### src/rtl/core/msrl_pkg.sv
// ----------------------------------------------------------------------------
// msrl_pkg: shared types and constants of the memory slot range lookup
// Holds the command word passed from the front end to the back end through
// the queue, the stored slot record and the result record.
// ----------------------------------------------------------------------------
`default_nettype none

package msrl_pkg;

   localparam int ADDR_W     = 64;
   localparam int IDX_W      = 4;
   localparam int REQ_DATA_W = 328;  // 325 bits of fields, padded to whole bytes
   localparam int RSP_DATA_W = 72;   // 69 bits of fields, padded to whole bytes

   // Item kinds carried on req_tuser
   localparam logic FUNC_LOOKUP = 1'b0;
   localparam logic FUNC_WRITE  = 1'b1;

   // Classified command. For a lookup key_lo is the address and key_hi the
   // wrapped end of the access; for a write key_lo is the slot base and
   // key_hi the wrapped end of the slot.
   typedef struct packed {
      logic              is_write;
      logic              in_range;
      logic [IDX_W-1:0]  slot;
      logic [ADDR_W-1:0] key_lo;
      logic [ADDR_W-1:0] key_hi;
      logic [ADDR_W-1:0] host;
      logic              ent_valid;
   } cmd_type;

   // Queue head as seen by the back end
   typedef struct packed {
      logic    valid;
      cmd_type cmd;
   } qhead_type;

   // One stored slot
   typedef struct packed {
      logic [ADDR_W-1:0] base;
      logic [ADDR_W-1:0] lim;
      logic [ADDR_W-1:0] host;
   } slot_type;

   // One result word
   typedef struct packed {
      logic [IDX_W-1:0]  match_index;
      logic              hit;
      logic [ADDR_W-1:0] host_base;
   } rsp_type;

endpackage

`default_nettype wire

### src/rtl/core/memory_slot_range_lookup.sv
// ----------------------------------------------------------------------------
// memory_slot_range_lookup: first-match guest to host address range table
// Top level joining the request front end, command queue and scan back end.
// ----------------------------------------------------------------------------
// Each request word is either a slot write (req_tuser = 1) or a lookup
// (req_tuser = 0) and gives exactly one response word, in order. A lookup
// scans the first min(NUM_SLOTS, 16) slots one slot per cycle, since the slot
// memory has one read port, stopping at the first valid slot whose base is at
// or below the address and whose end covers address plus size (both sums wrap
// at 2^64). A miss or a write answers with all-zero fields. Valid marks clear
// at reset, so no clearing pass is needed; the input is held off during reset
// and while the busy flag set by reset is still high, then takes words
// whenever the queue has room. A two-word queue lets requests be taken while
// a scan runs, and the output register lets the next command start while a
// response waits.
// ----------------------------------------------------------------------------
`default_nettype none

module memory_slot_range_lookup
   import msrl_pkg::*;
#(
   parameter int NUM_SLOTS = 16
) (
   input  wire logic                  clock,
   input  wire logic                  reset,
   input  wire logic                  req_tvalid,
   output      logic                  req_tready,
   // req_tdata, lowest bit up: slot_index[3:0], query_addr[67:4],
   // query_size[131:68], entry_base[195:132], entry_length[259:196],
   // entry_host[323:260], entry_valid[324], zero pad[327:325]
   input  wire logic [REQ_DATA_W-1:0] req_tdata,
   // req_tuser: func (0 lookup, 1 slot write)
   input  wire logic                  req_tuser,
   output      logic                  rsp_tvalid,
   input  wire logic                  rsp_tready,
   // rsp_tdata, lowest bit up: host_base[63:0], hit[64],
   // match_index[68:65], zero pad[71:69]
   output      logic [RSP_DATA_W-1:0] rsp_tdata
);

   logic      q_full;
   logic      q_push;
   logic      q_pop;
   cmd_type   q_cmd;
   qhead_type q_head;

   msrl_front #(
      .NUM_SLOTS (NUM_SLOTS)
   ) u_front (
      .clock      (clock),
      .reset      (reset),
      .req_tvalid (req_tvalid),
      .req_tready (req_tready),
      .req_tdata  (req_tdata),
      .req_tuser  (req_tuser),
      .q_full     (q_full),
      .q_push     (q_push),
      .q_cmd      (q_cmd)
   );

   msrl_queue u_queue (
      .clock    (clock),
      .reset    (reset),
      .push     (q_push),
      .push_cmd (q_cmd),
      .full     (q_full),
      .pop      (q_pop),
      .head     (q_head)
   );

   msrl_back #(
      .NUM_SLOTS (NUM_SLOTS)
   ) u_back (
      .clock      (clock),
      .reset      (reset),
      .q_head     (q_head),
      .q_pop      (q_pop),
      .rsp_tvalid (rsp_tvalid),
      .rsp_tready (rsp_tready),
      .rsp_tdata  (rsp_tdata)
   );

endmodule

`default_nettype wire

### src/rtl/core/msrl_front.sv
// ----------------------------------------------------------------------------
// msrl_front: request intake and classification
// Unpacks a request word, sorts it into lookup or slot write, works out the
// wrapped end sum and the slot range check, and pushes it into the queue.
// ----------------------------------------------------------------------------
`default_nettype none

module msrl_front
   import msrl_pkg::*;
#(
   parameter int NUM_SLOTS = 16
) (
   input  wire logic                  clock,
   input  wire logic                  reset,
   input  wire logic                  req_tvalid,
   output      logic                  req_tready,
   // req_tdata, lowest bit up: slot_index[3:0], query_addr[67:4],
   // query_size[131:68], entry_base[195:132], entry_length[259:196],
   // entry_host[323:260], entry_valid[324], zero pad[327:325]
   input  wire logic [REQ_DATA_W-1:0] req_tdata,
   // req_tuser: func (lookup or slot write)
   input  wire logic                  req_tuser,
   input  wire logic                  q_full,
   output      logic                  q_push,
   output      cmd_type               q_cmd
);

   localparam logic [8:0] SLOTS_LIM = 9'(NUM_SLOTS);

   logic [IDX_W-1:0]  slot_index;
   logic [ADDR_W-1:0] query_addr;
   logic [ADDR_W-1:0] query_size;
   logic [ADDR_W-1:0] entry_base;
   logic [ADDR_W-1:0] entry_length;
   logic [ADDR_W-1:0] entry_host;
   logic              entry_valid;
   logic              busy_ff;
   logic              busy_in;

   // Unpack the request word
   assign slot_index   = req_tdata[3:0];
   assign query_addr   = req_tdata[67:4];
   assign query_size   = req_tdata[131:68];
   assign entry_base   = req_tdata[195:132];
   assign entry_length = req_tdata[259:196];
   assign entry_host   = req_tdata[323:260];
   assign entry_valid  = req_tdata[324];

   // Hold off intake during and just after reset, while the busy flag is high, or while the queue is full
   assign busy_in    = 1'b0;
   assign req_tready = !q_full && !busy_ff;
   assign q_push     = req_tvalid && req_tready;

   always_ff @(posedge clock) begin
      if (reset) begin
         busy_ff <= 1'b1;
      end else begin
         busy_ff <= busy_in;
      end
   end

   // Classify and precompute the end sums, both wrapping at 2^64
   always_comb begin
      q_cmd.is_write  = (req_tuser == FUNC_WRITE);
      q_cmd.in_range  = ({5'd0, slot_index} < SLOTS_LIM);
      q_cmd.slot      = slot_index;
      q_cmd.host      = entry_host;
      q_cmd.ent_valid = entry_valid;
      if (req_tuser == FUNC_WRITE) begin
         q_cmd.key_lo = entry_base;
         q_cmd.key_hi = entry_base + entry_length;
      end else begin
         q_cmd.key_lo = query_addr;
         q_cmd.key_hi = query_addr + query_size;
      end
   end

endmodule

`default_nettype wire

### src/rtl/core/msrl_queue.sv
// ----------------------------------------------------------------------------
// msrl_queue: two-entry command queue
// Decouples request intake from slot execution so either side may stall.
// ----------------------------------------------------------------------------
`default_nettype none

module msrl_queue
   import msrl_pkg::*;
(
   input  wire logic      clock,
   input  wire logic      reset,
   input  wire logic      push,
   input  wire cmd_type   push_cmd,
   output      logic      full,
   input  wire logic      pop,
   output      qhead_type head
);

   cmd_type    store_ff [2];
   logic       wr_ptr_ff;
   logic       wr_ptr_in;
   logic       rd_ptr_ff;
   logic       rd_ptr_in;
   logic [1:0] count_ff;
   logic [1:0] count_in;

   assign full = (count_ff == 2'd2);
   assign head = '{valid: (count_ff != 2'd0), cmd: store_ff[rd_ptr_ff]};

   // Advance pointers and occupancy
   always_comb begin
      wr_ptr_in = wr_ptr_ff ^ push;
      rd_ptr_in = rd_ptr_ff ^ pop;
      count_in  = 2'(count_ff + {1'b0, push} - {1'b0, pop});
   end

   always_ff @(posedge clock) begin
      if (reset) begin
         wr_ptr_ff <= 1'b0;
         rd_ptr_ff <= 1'b0;
         count_ff  <= 2'd0;
      end else begin
         wr_ptr_ff <= wr_ptr_in;
         rd_ptr_ff <= rd_ptr_in;
         count_ff  <= count_in;
      end
   end

   // Store the pushed word
   always_ff @(posedge clock) begin
      if (push) begin
         store_ff[wr_ptr_ff] <= push_cmd;
      end
   end

endmodule

`default_nettype wire

### src/rtl/core/msrl_back.sv
// ----------------------------------------------------------------------------
// msrl_back: slot table and scan engine
// Writes slots into the slot memory, scans it one entry per cycle for the
// first covering valid slot, and holds the result in the output register.
// ----------------------------------------------------------------------------
`default_nettype none

module msrl_back
   import msrl_pkg::*;
#(
   parameter int NUM_SLOTS = 16
) (
   input  wire logic                  clock,
   input  wire logic                  reset,
   input  wire qhead_type             q_head,
   output      logic                  q_pop,
   output      logic                  rsp_tvalid,
   input  wire logic                  rsp_tready,
   // rsp_tdata, lowest bit up: host_base[63:0], hit[64],
   // match_index[68:65], zero pad[71:69]
   output      logic [RSP_DATA_W-1:0] rsp_tdata
);

   // Only slots below 16 can be written through a 4-bit index
   localparam int SCAN_N = (NUM_SLOTS < 16) ? NUM_SLOTS : 16;
   localparam int AW     = (NUM_SLOTS > 1) ? $clog2(NUM_SLOTS) : 1;
   localparam int CW     = $clog2(SCAN_N + 1);
   localparam logic [CW-1:0]    SCAN_END = CW'(SCAN_N);
   localparam logic [IDX_W-1:0] LAST_IDX = IDX_W'(SCAN_N - 1);

   typedef enum logic [1:0] {
      ST_IDLE,
      ST_SCAN,
      ST_RESP
   } state_type;

   state_type         state_ff, state_in;
   logic [ADDR_W-1:0] addr_ff, addr_in;
   logic [ADDR_W-1:0] acc_end_ff, acc_end_in;
   logic [CW-1:0]     rd_idx_ff, rd_idx_in;
   logic              cmp_vld_ff, cmp_vld_in;
   logic [IDX_W-1:0]  cmp_idx_ff, cmp_idx_in;
   logic              rd_vld_ff, rd_vld_in;
   logic [NUM_SLOTS-1:0] valid_ff, valid_in;
   rsp_type           res_ff, res_in;
   rsp_type           out_ff, out_in;
   logic              out_vld_ff, out_vld_in;

   slot_type          mem [NUM_SLOTS];
   slot_type          rd_data_ff;
   slot_type          wr_slot;
   logic [AW-1:0]     wr_addr;
   logic [AW-1:0]     rd_addr;
   logic              mem_we;
   logic              rd_en;
   logic              out_free;
   logic              match;

   assign wr_addr    = AW'(q_head.cmd.slot);
   assign rd_addr    = AW'(rd_idx_ff);
   assign wr_slot    = '{base: q_head.cmd.key_lo, lim: q_head.cmd.key_hi,
                         host: q_head.cmd.host};
   assign out_free   = !out_vld_ff || rsp_tready;
   assign match      = rd_vld_ff && (rd_data_ff.base <= addr_ff) &&
                       (acc_end_ff <= rd_data_ff.lim);
   assign rsp_tvalid = out_vld_ff;
   assign rsp_tdata  = {3'd0, out_ff};

   // Sequence slot writes, scans and result hand-off
   always_comb begin
      state_in   = state_ff;
      addr_in    = addr_ff;
      acc_end_in = acc_end_ff;
      rd_idx_in  = rd_idx_ff;
      cmp_vld_in = cmp_vld_ff;
      cmp_idx_in = cmp_idx_ff;
      valid_in   = valid_ff;
      res_in     = res_ff;
      out_in     = out_ff;
      out_vld_in = out_vld_ff && !rsp_tready;
      q_pop      = 1'b0;
      mem_we     = 1'b0;
      rd_en      = 1'b0;
      case (state_ff)
         ST_IDLE: begin
            if (q_head.valid) begin
               q_pop = 1'b1;
               if (q_head.cmd.is_write) begin
                  if (q_head.cmd.in_range) begin
                     mem_we            = 1'b1;
                     valid_in[wr_addr] = q_head.cmd.ent_valid;
                  end
                  res_in   = '0;
                  state_in = ST_RESP;
               end else begin
                  addr_in    = q_head.cmd.key_lo;
                  acc_end_in = q_head.cmd.key_hi;
                  rd_idx_in  = '0;
                  cmp_vld_in = 1'b0;
                  state_in   = ST_SCAN;
               end
            end
         end
         ST_SCAN: begin
            // issue the next read
            if (rd_idx_ff != SCAN_END) begin
               rd_en      = 1'b1;
               rd_idx_in  = CW'(rd_idx_ff + 1'b1);
               cmp_vld_in = 1'b1;
               cmp_idx_in = IDX_W'(rd_idx_ff);
            end else begin
               cmp_vld_in = 1'b0;
            end
            // check the entry read in the previous cycle
            if (cmp_vld_ff) begin
               if (match) begin
                  res_in     = '{match_index: cmp_idx_ff, hit: 1'b1,
                                 host_base: rd_data_ff.host};
                  cmp_vld_in = 1'b0;
                  state_in   = ST_RESP;
               end else if (cmp_idx_ff == LAST_IDX) begin
                  res_in     = '0;
                  cmp_vld_in = 1'b0;
                  state_in   = ST_RESP;
               end
            end
         end
         ST_RESP: begin
            if (out_free) begin
               out_in     = res_ff;
               out_vld_in = 1'b1;
               state_in   = ST_IDLE;
            end
         end
         default: begin
            state_in = ST_IDLE;
         end
      endcase
      rd_vld_in = rd_en ? valid_ff[rd_addr] : rd_vld_ff;
   end

   always_ff @(posedge clock) begin
      if (reset) begin
         state_ff   <= ST_IDLE;
         cmp_vld_ff <= 1'b0;
         valid_ff   <= '0;
         out_vld_ff <= 1'b0;
         rd_idx_ff  <= '0;
      end else begin
         state_ff   <= state_in;
         cmp_vld_ff <= cmp_vld_in;
         valid_ff   <= valid_in;
         out_vld_ff <= out_vld_in;
         rd_idx_ff  <= rd_idx_in;
      end
      addr_ff    <= addr_in;
      acc_end_ff <= acc_end_in;
      cmp_idx_ff <= cmp_idx_in;
      rd_vld_ff  <= rd_vld_in;
      res_ff     <= res_in;
      out_ff     <= out_in;
   end

   // Slot memory: one write port, one registered read port
   always_ff @(posedge clock) begin
      if (mem_we) begin
         mem[wr_addr] <= wr_slot;
      end
      if (rd_en) begin
         rd_data_ff <= mem[rd_addr];
      end
   end

   // A slot write in range leaves the valid mark as written
   assert property (@(posedge clock) disable iff (reset)
      (q_pop && q_head.cmd.is_write && q_head.cmd.in_range) |=>
         (valid_ff[$past(wr_addr)] == $past(q_head.cmd.ent_valid)))
      else $error("slot valid mark not updated by write");

   // Pending compares exist only during a scan
   assert property (@(posedge clock) disable iff (reset)
      cmp_vld_ff |-> (state_ff == ST_SCAN))
      else $error("compare pending outside scan");

   // A reported hit names a slot inside the scanned range
   assert property (@(posedge clock) disable iff (reset)
      (out_vld_ff && out_ff.hit) |-> (out_ff.match_index <= LAST_IDX))
      else $error("hit index beyond scanned slots");

endmodule

`default_nettype wire
### config.mk
export PLATFORM = sky130hd
export DESIGN_NAME = memory_slot_range_lookup
export DESIGN_NICKNAME = d
export VERILOG_FILES = /design/src/rtl/core/msrl_pkg.sv /design/src/rtl/core/memory_slot_range_lookup.sv /design/src/rtl/core/msrl_front.sv /design/src/rtl/core/msrl_queue.sv /design/src/rtl/core/msrl_back.sv
export SDC_FILE = /design/constraint.sdc
export NUM_CORES = 2
export LEC_CHECK = 0
export ABC_AREA = 0
export BUFFER_PORTS_ARGS = -buffer_cell sky130_fd_sc_hd__buf_2
export CAP_MARGIN = 20
export CORE_MARGIN = 3
export CORE_UTILIZATION = 62
export DETAILED_ROUTE_END_ITERATION = 12
export GPL_TIMING_DRIVEN = 0
export HOLD_SLACK_MARGIN = 0.1
export MAX_ROUTING_LAYER = met4
export PLACE_DENSITY = 0.79
export SETUP_SLACK_MARGIN = 0.5
export SYNTH_ARGS = -nofsm -noshare
export SYNTH_HDL_FRONTEND = slang
export SYNTH_SLANG_ARGS = --single-unit
### constraint.sdc
create_clock -name clock -period 21.4 [get_ports clock]
set_input_delay 4.28 -clock clock [delete_from_list [all_inputs] [get_ports clock]]
set_output_delay 4.28 -clock clock [all_outputs]
set_load 0.005 [all_outputs]
==> impl_metrics.toml <==
[clocking]
h-tree-depth = 5
clock_path_buffers = 4
tritoncts = "done"
post_cts_resized = 0
cts_hold_buf = 0
clk_latency_ns = 1.01
cts-root-buf = "clkbuf_16"
cts.sinks = 3961
cts_buffers = 385
post_cts_buffers = 0
path_clk_slew_ns = 0.06

[route]
initialDrtViolationCount = 14666
drt_wl_total_mm = 500
wl_per_cell_um = 41.4
vias = 87897
dr.pass1.iters = 8
drt.antenna.violating_nets = 0
vias_per_cell = 7.28
route.detailed.drc = 0

[synthesis]
yosysTopAreaCell = "edfxtp_1"
synth_edf_count = 3931
ys_warn_count = 0
synth-seq-cells = 3961
yosys-top-cells-area = "edfxtp_1 (75%), mux4_2 (14%), ha_1 (2.1%), mux2_2 (1.9%), a21oi_1 (0.61%)"
yosysSeqAreaShare_pct = 75.7
ys.flop_type = "edfxtp_1"
synth_area_per_cell_um2 = 21.4
syn-cell-area_um2 = 157000
async_reset_ff_share_pct = 0
synth.top_cell.area_share_pct = 75.4
netlist_instances = 7304
synth.most_common_cell = "edfxtp_1"
synth_cell_types = 78
synth_top_cells_by_count = "edfxtp_1 (3,931), mux4_2 (965), mux2_2 (262), ha_1 (260), clkbuf_1 (200)"

[timing]
setup-violations-final = 0
rsz0062_at_grt = "no"
period_share_pct = 41.5
hold_viol = 0
slew_headroom_pct = 8.95
tns_ns = 0
tightest_slew_ns = 1.36
period_needed_ns = 8.89
slew_violations = 0
fin_worst_skew_ns = 0.0894
fmax_mhz = 113

[floorplan]
io_pins = 407
start_util_pct = 62.6
die_h_um = 509
coreArea_um2 = 250000
die-area_um2 = 259000
die_w_um = 509
rows = 183

[place]
port_buffers = 400
dpl.hpwl_mm = 293
place.gp.congestion = 0.956
post-place-cells = 11303

[power]
power_density_nw_per_um2 = 113
p_leak_nw = 58.7
max-vdd-ir-drop_mv = 0.138

[final_layout]
finalNonFillerCells = 12075
drive_gt1_share_pct = 29.4
final_nets = 9020
area_growth_pct = 16.0

[global_route]
grt_use_total_pct = 39.4
antenna_found_initial = 29
grt_max_degree = 55
grt_pass1_vias = 88604
grt_overflow = 0
grt_first_pass_wirelength_mm = 681

[critical_path]
crit_fanout = 4
path_class = "in2reg"
required_ns = 21.99
rr_worst_depth = 14
cp.arrival_ns = 9.47
crit_path_start_kind = "primary input"
critPathCaptureType = "flip-flop"

[min_path]
hold_class = "reg2reg"
whs_path_depth = 0

[job]
cap_violations = 0

[run_status]
status = "finished clean"
state kept, by name, indices dropped and copies added, names as in the netlist:
name / count
u_back.mem: 3072
u_back.res_ff: 69
u_back.valid_ff: 16
u_back.rd_idx_ff: 5
u_back.acc_end_ff: 64
u_queue.count_ff: 2
u_front.busy_ff: 1
u_back.rsp_tvalid: 1
u_back.state_ff: 2
u_queue.rd_ptr_ff: 1
u_back.addr_ff: 64
u_back.rsp_tdata: 69
u_back.cmp_idx_ff: 4
u_back.rd_data_ff: 192
u_queue.store_ff: 396
u_queue.wr_ptr_ff: 1
u_back.cmp_vld_ff: 1
u_back.rd_vld_ff: 1
layout by cell type (no fill, tap or decap), drive strengths merged, types with 30 or more instances in the layout:
cell type  Yosys  final
ha           260    260
xor2          48     48
nand4         67     67
bufinv         0     49
clkbuf       200    651
dfxtp         30     30
clkinv         0    160
nand3         30     30
inv          184    190
mux4         965    965
edfxtp      3931   3931
nor2         167    167
a21o         114    114
nor3          50     50
xnor2         60     60
o21ai        119    119
a21oi        193    193
nand2        131    131
and2          80     80
buf          104    835
mux2         263    263
area by class of cell:
type / instances / area (um2)
flip-flops and latches: 3961 / 119000
fillers: 13235 / 68400
multi-input cells: 2857 / 36400
clock buffers: 450 / 10000
repair buffers: 732 / 8060
well taps: 3330 / 4170
clock inverters: 231 / 2450
plain buffers: 304 / 1180
inverters: 184 / 691
diodes: 26 / 65.1
critical path: stages:
cell and delay [ns]:
buf_2 0.09, ha_1 0.20, inv_1 0.07, fa_1 0.40, nor2b_1 0.18, o2111ai_1 0.16, a211o_1 0.35, a31oi_2 0.68
a41o_1 0.40, nand4_1 0.57, a21oi_1 0.49, o311ai_0 0.23, mux2_2 0.32, a211oi_1 1.01
worst paths after layout:
path	slack, ns	start	end
max	12.51	req_tdata[4]	u_queue.store_ff[1][121]$_DFFE_PP_
min	0.42	u_back.res_ff[1]$_SDFFCE_PN0P_	u_back.rsp_tdata[1]$_DFFE_PP_
max reg2reg	15.42	u_back.rd_data_ff[85]$_DFFE_PP_	u_back.res_ff[45]$_SDFFCE_PN0P_
min reg2reg	0.42	u_back.res_ff[1]$_SDFFCE_PN0P_	u_back.rsp_tdata[1]$_DFFE_PP_
routing by layer:
metal  global-route usage (%)  share of wire, %  wire length, um
met5                        -                 0                0
met4                     20.3               6.5            32300
met3                     10.0                13            64600
met2                     61.6                49           244000
met1                     48.1                32           158000
metrics by stage:
| step | setup slack (ns) | total power [mW] | util (%) | hold slack, ns | area, um2 |
|---|---|---|---|---|---|
| 4_1_cts | 12.72 | 20.3 | 72.2 | 0.420 | 181000 |
| 5_1_grt | 12.44 | 20.9 | 72.6 | 0.422 | 182000 |
| 3_5_place_dp | 11.73 | 13.3 | 67.2 | 0.405 | 168000 |
| 2_1_floorplan | 6.02 | 12.0 | - | 0.400 | 157000 |
| 3_3_place_gp | -10.01 | 13.3 | 65.1 | 0.407 | 163000 |
| 6_report | 12.51 | 20.5 | 72.6 | 0.419 | 182000 |
kinds of logic (layout without fill, tap and decap cells):
kind of cell / count (synthesis) / in the layout / synth area share [%]
adder cells (fa/ha/maj): 262 / 262 / 2.10
flip-flops: 3961 / 3961 / 75.7
AND/OR/NAND/NOR: 627 / 627 / 1.99
other: 1 / 29 / 0.00239
buffers and inverters: 488 / 1901 / 1.18
XOR/XNOR: 108 / 108 / 0.604
multiplexers: 1251 / 1251 / 15.9
AO/OA/AOI/OAI: 606 / 606 / 2.47
power breakdown:
part | internal, mW | switching [mW]
combinational | 1.40 | 2.44
clock | 3.94 | 3.01
sequential | 9.58 | 0.162
Note: power is estimated with default switching activity, not from simulation.
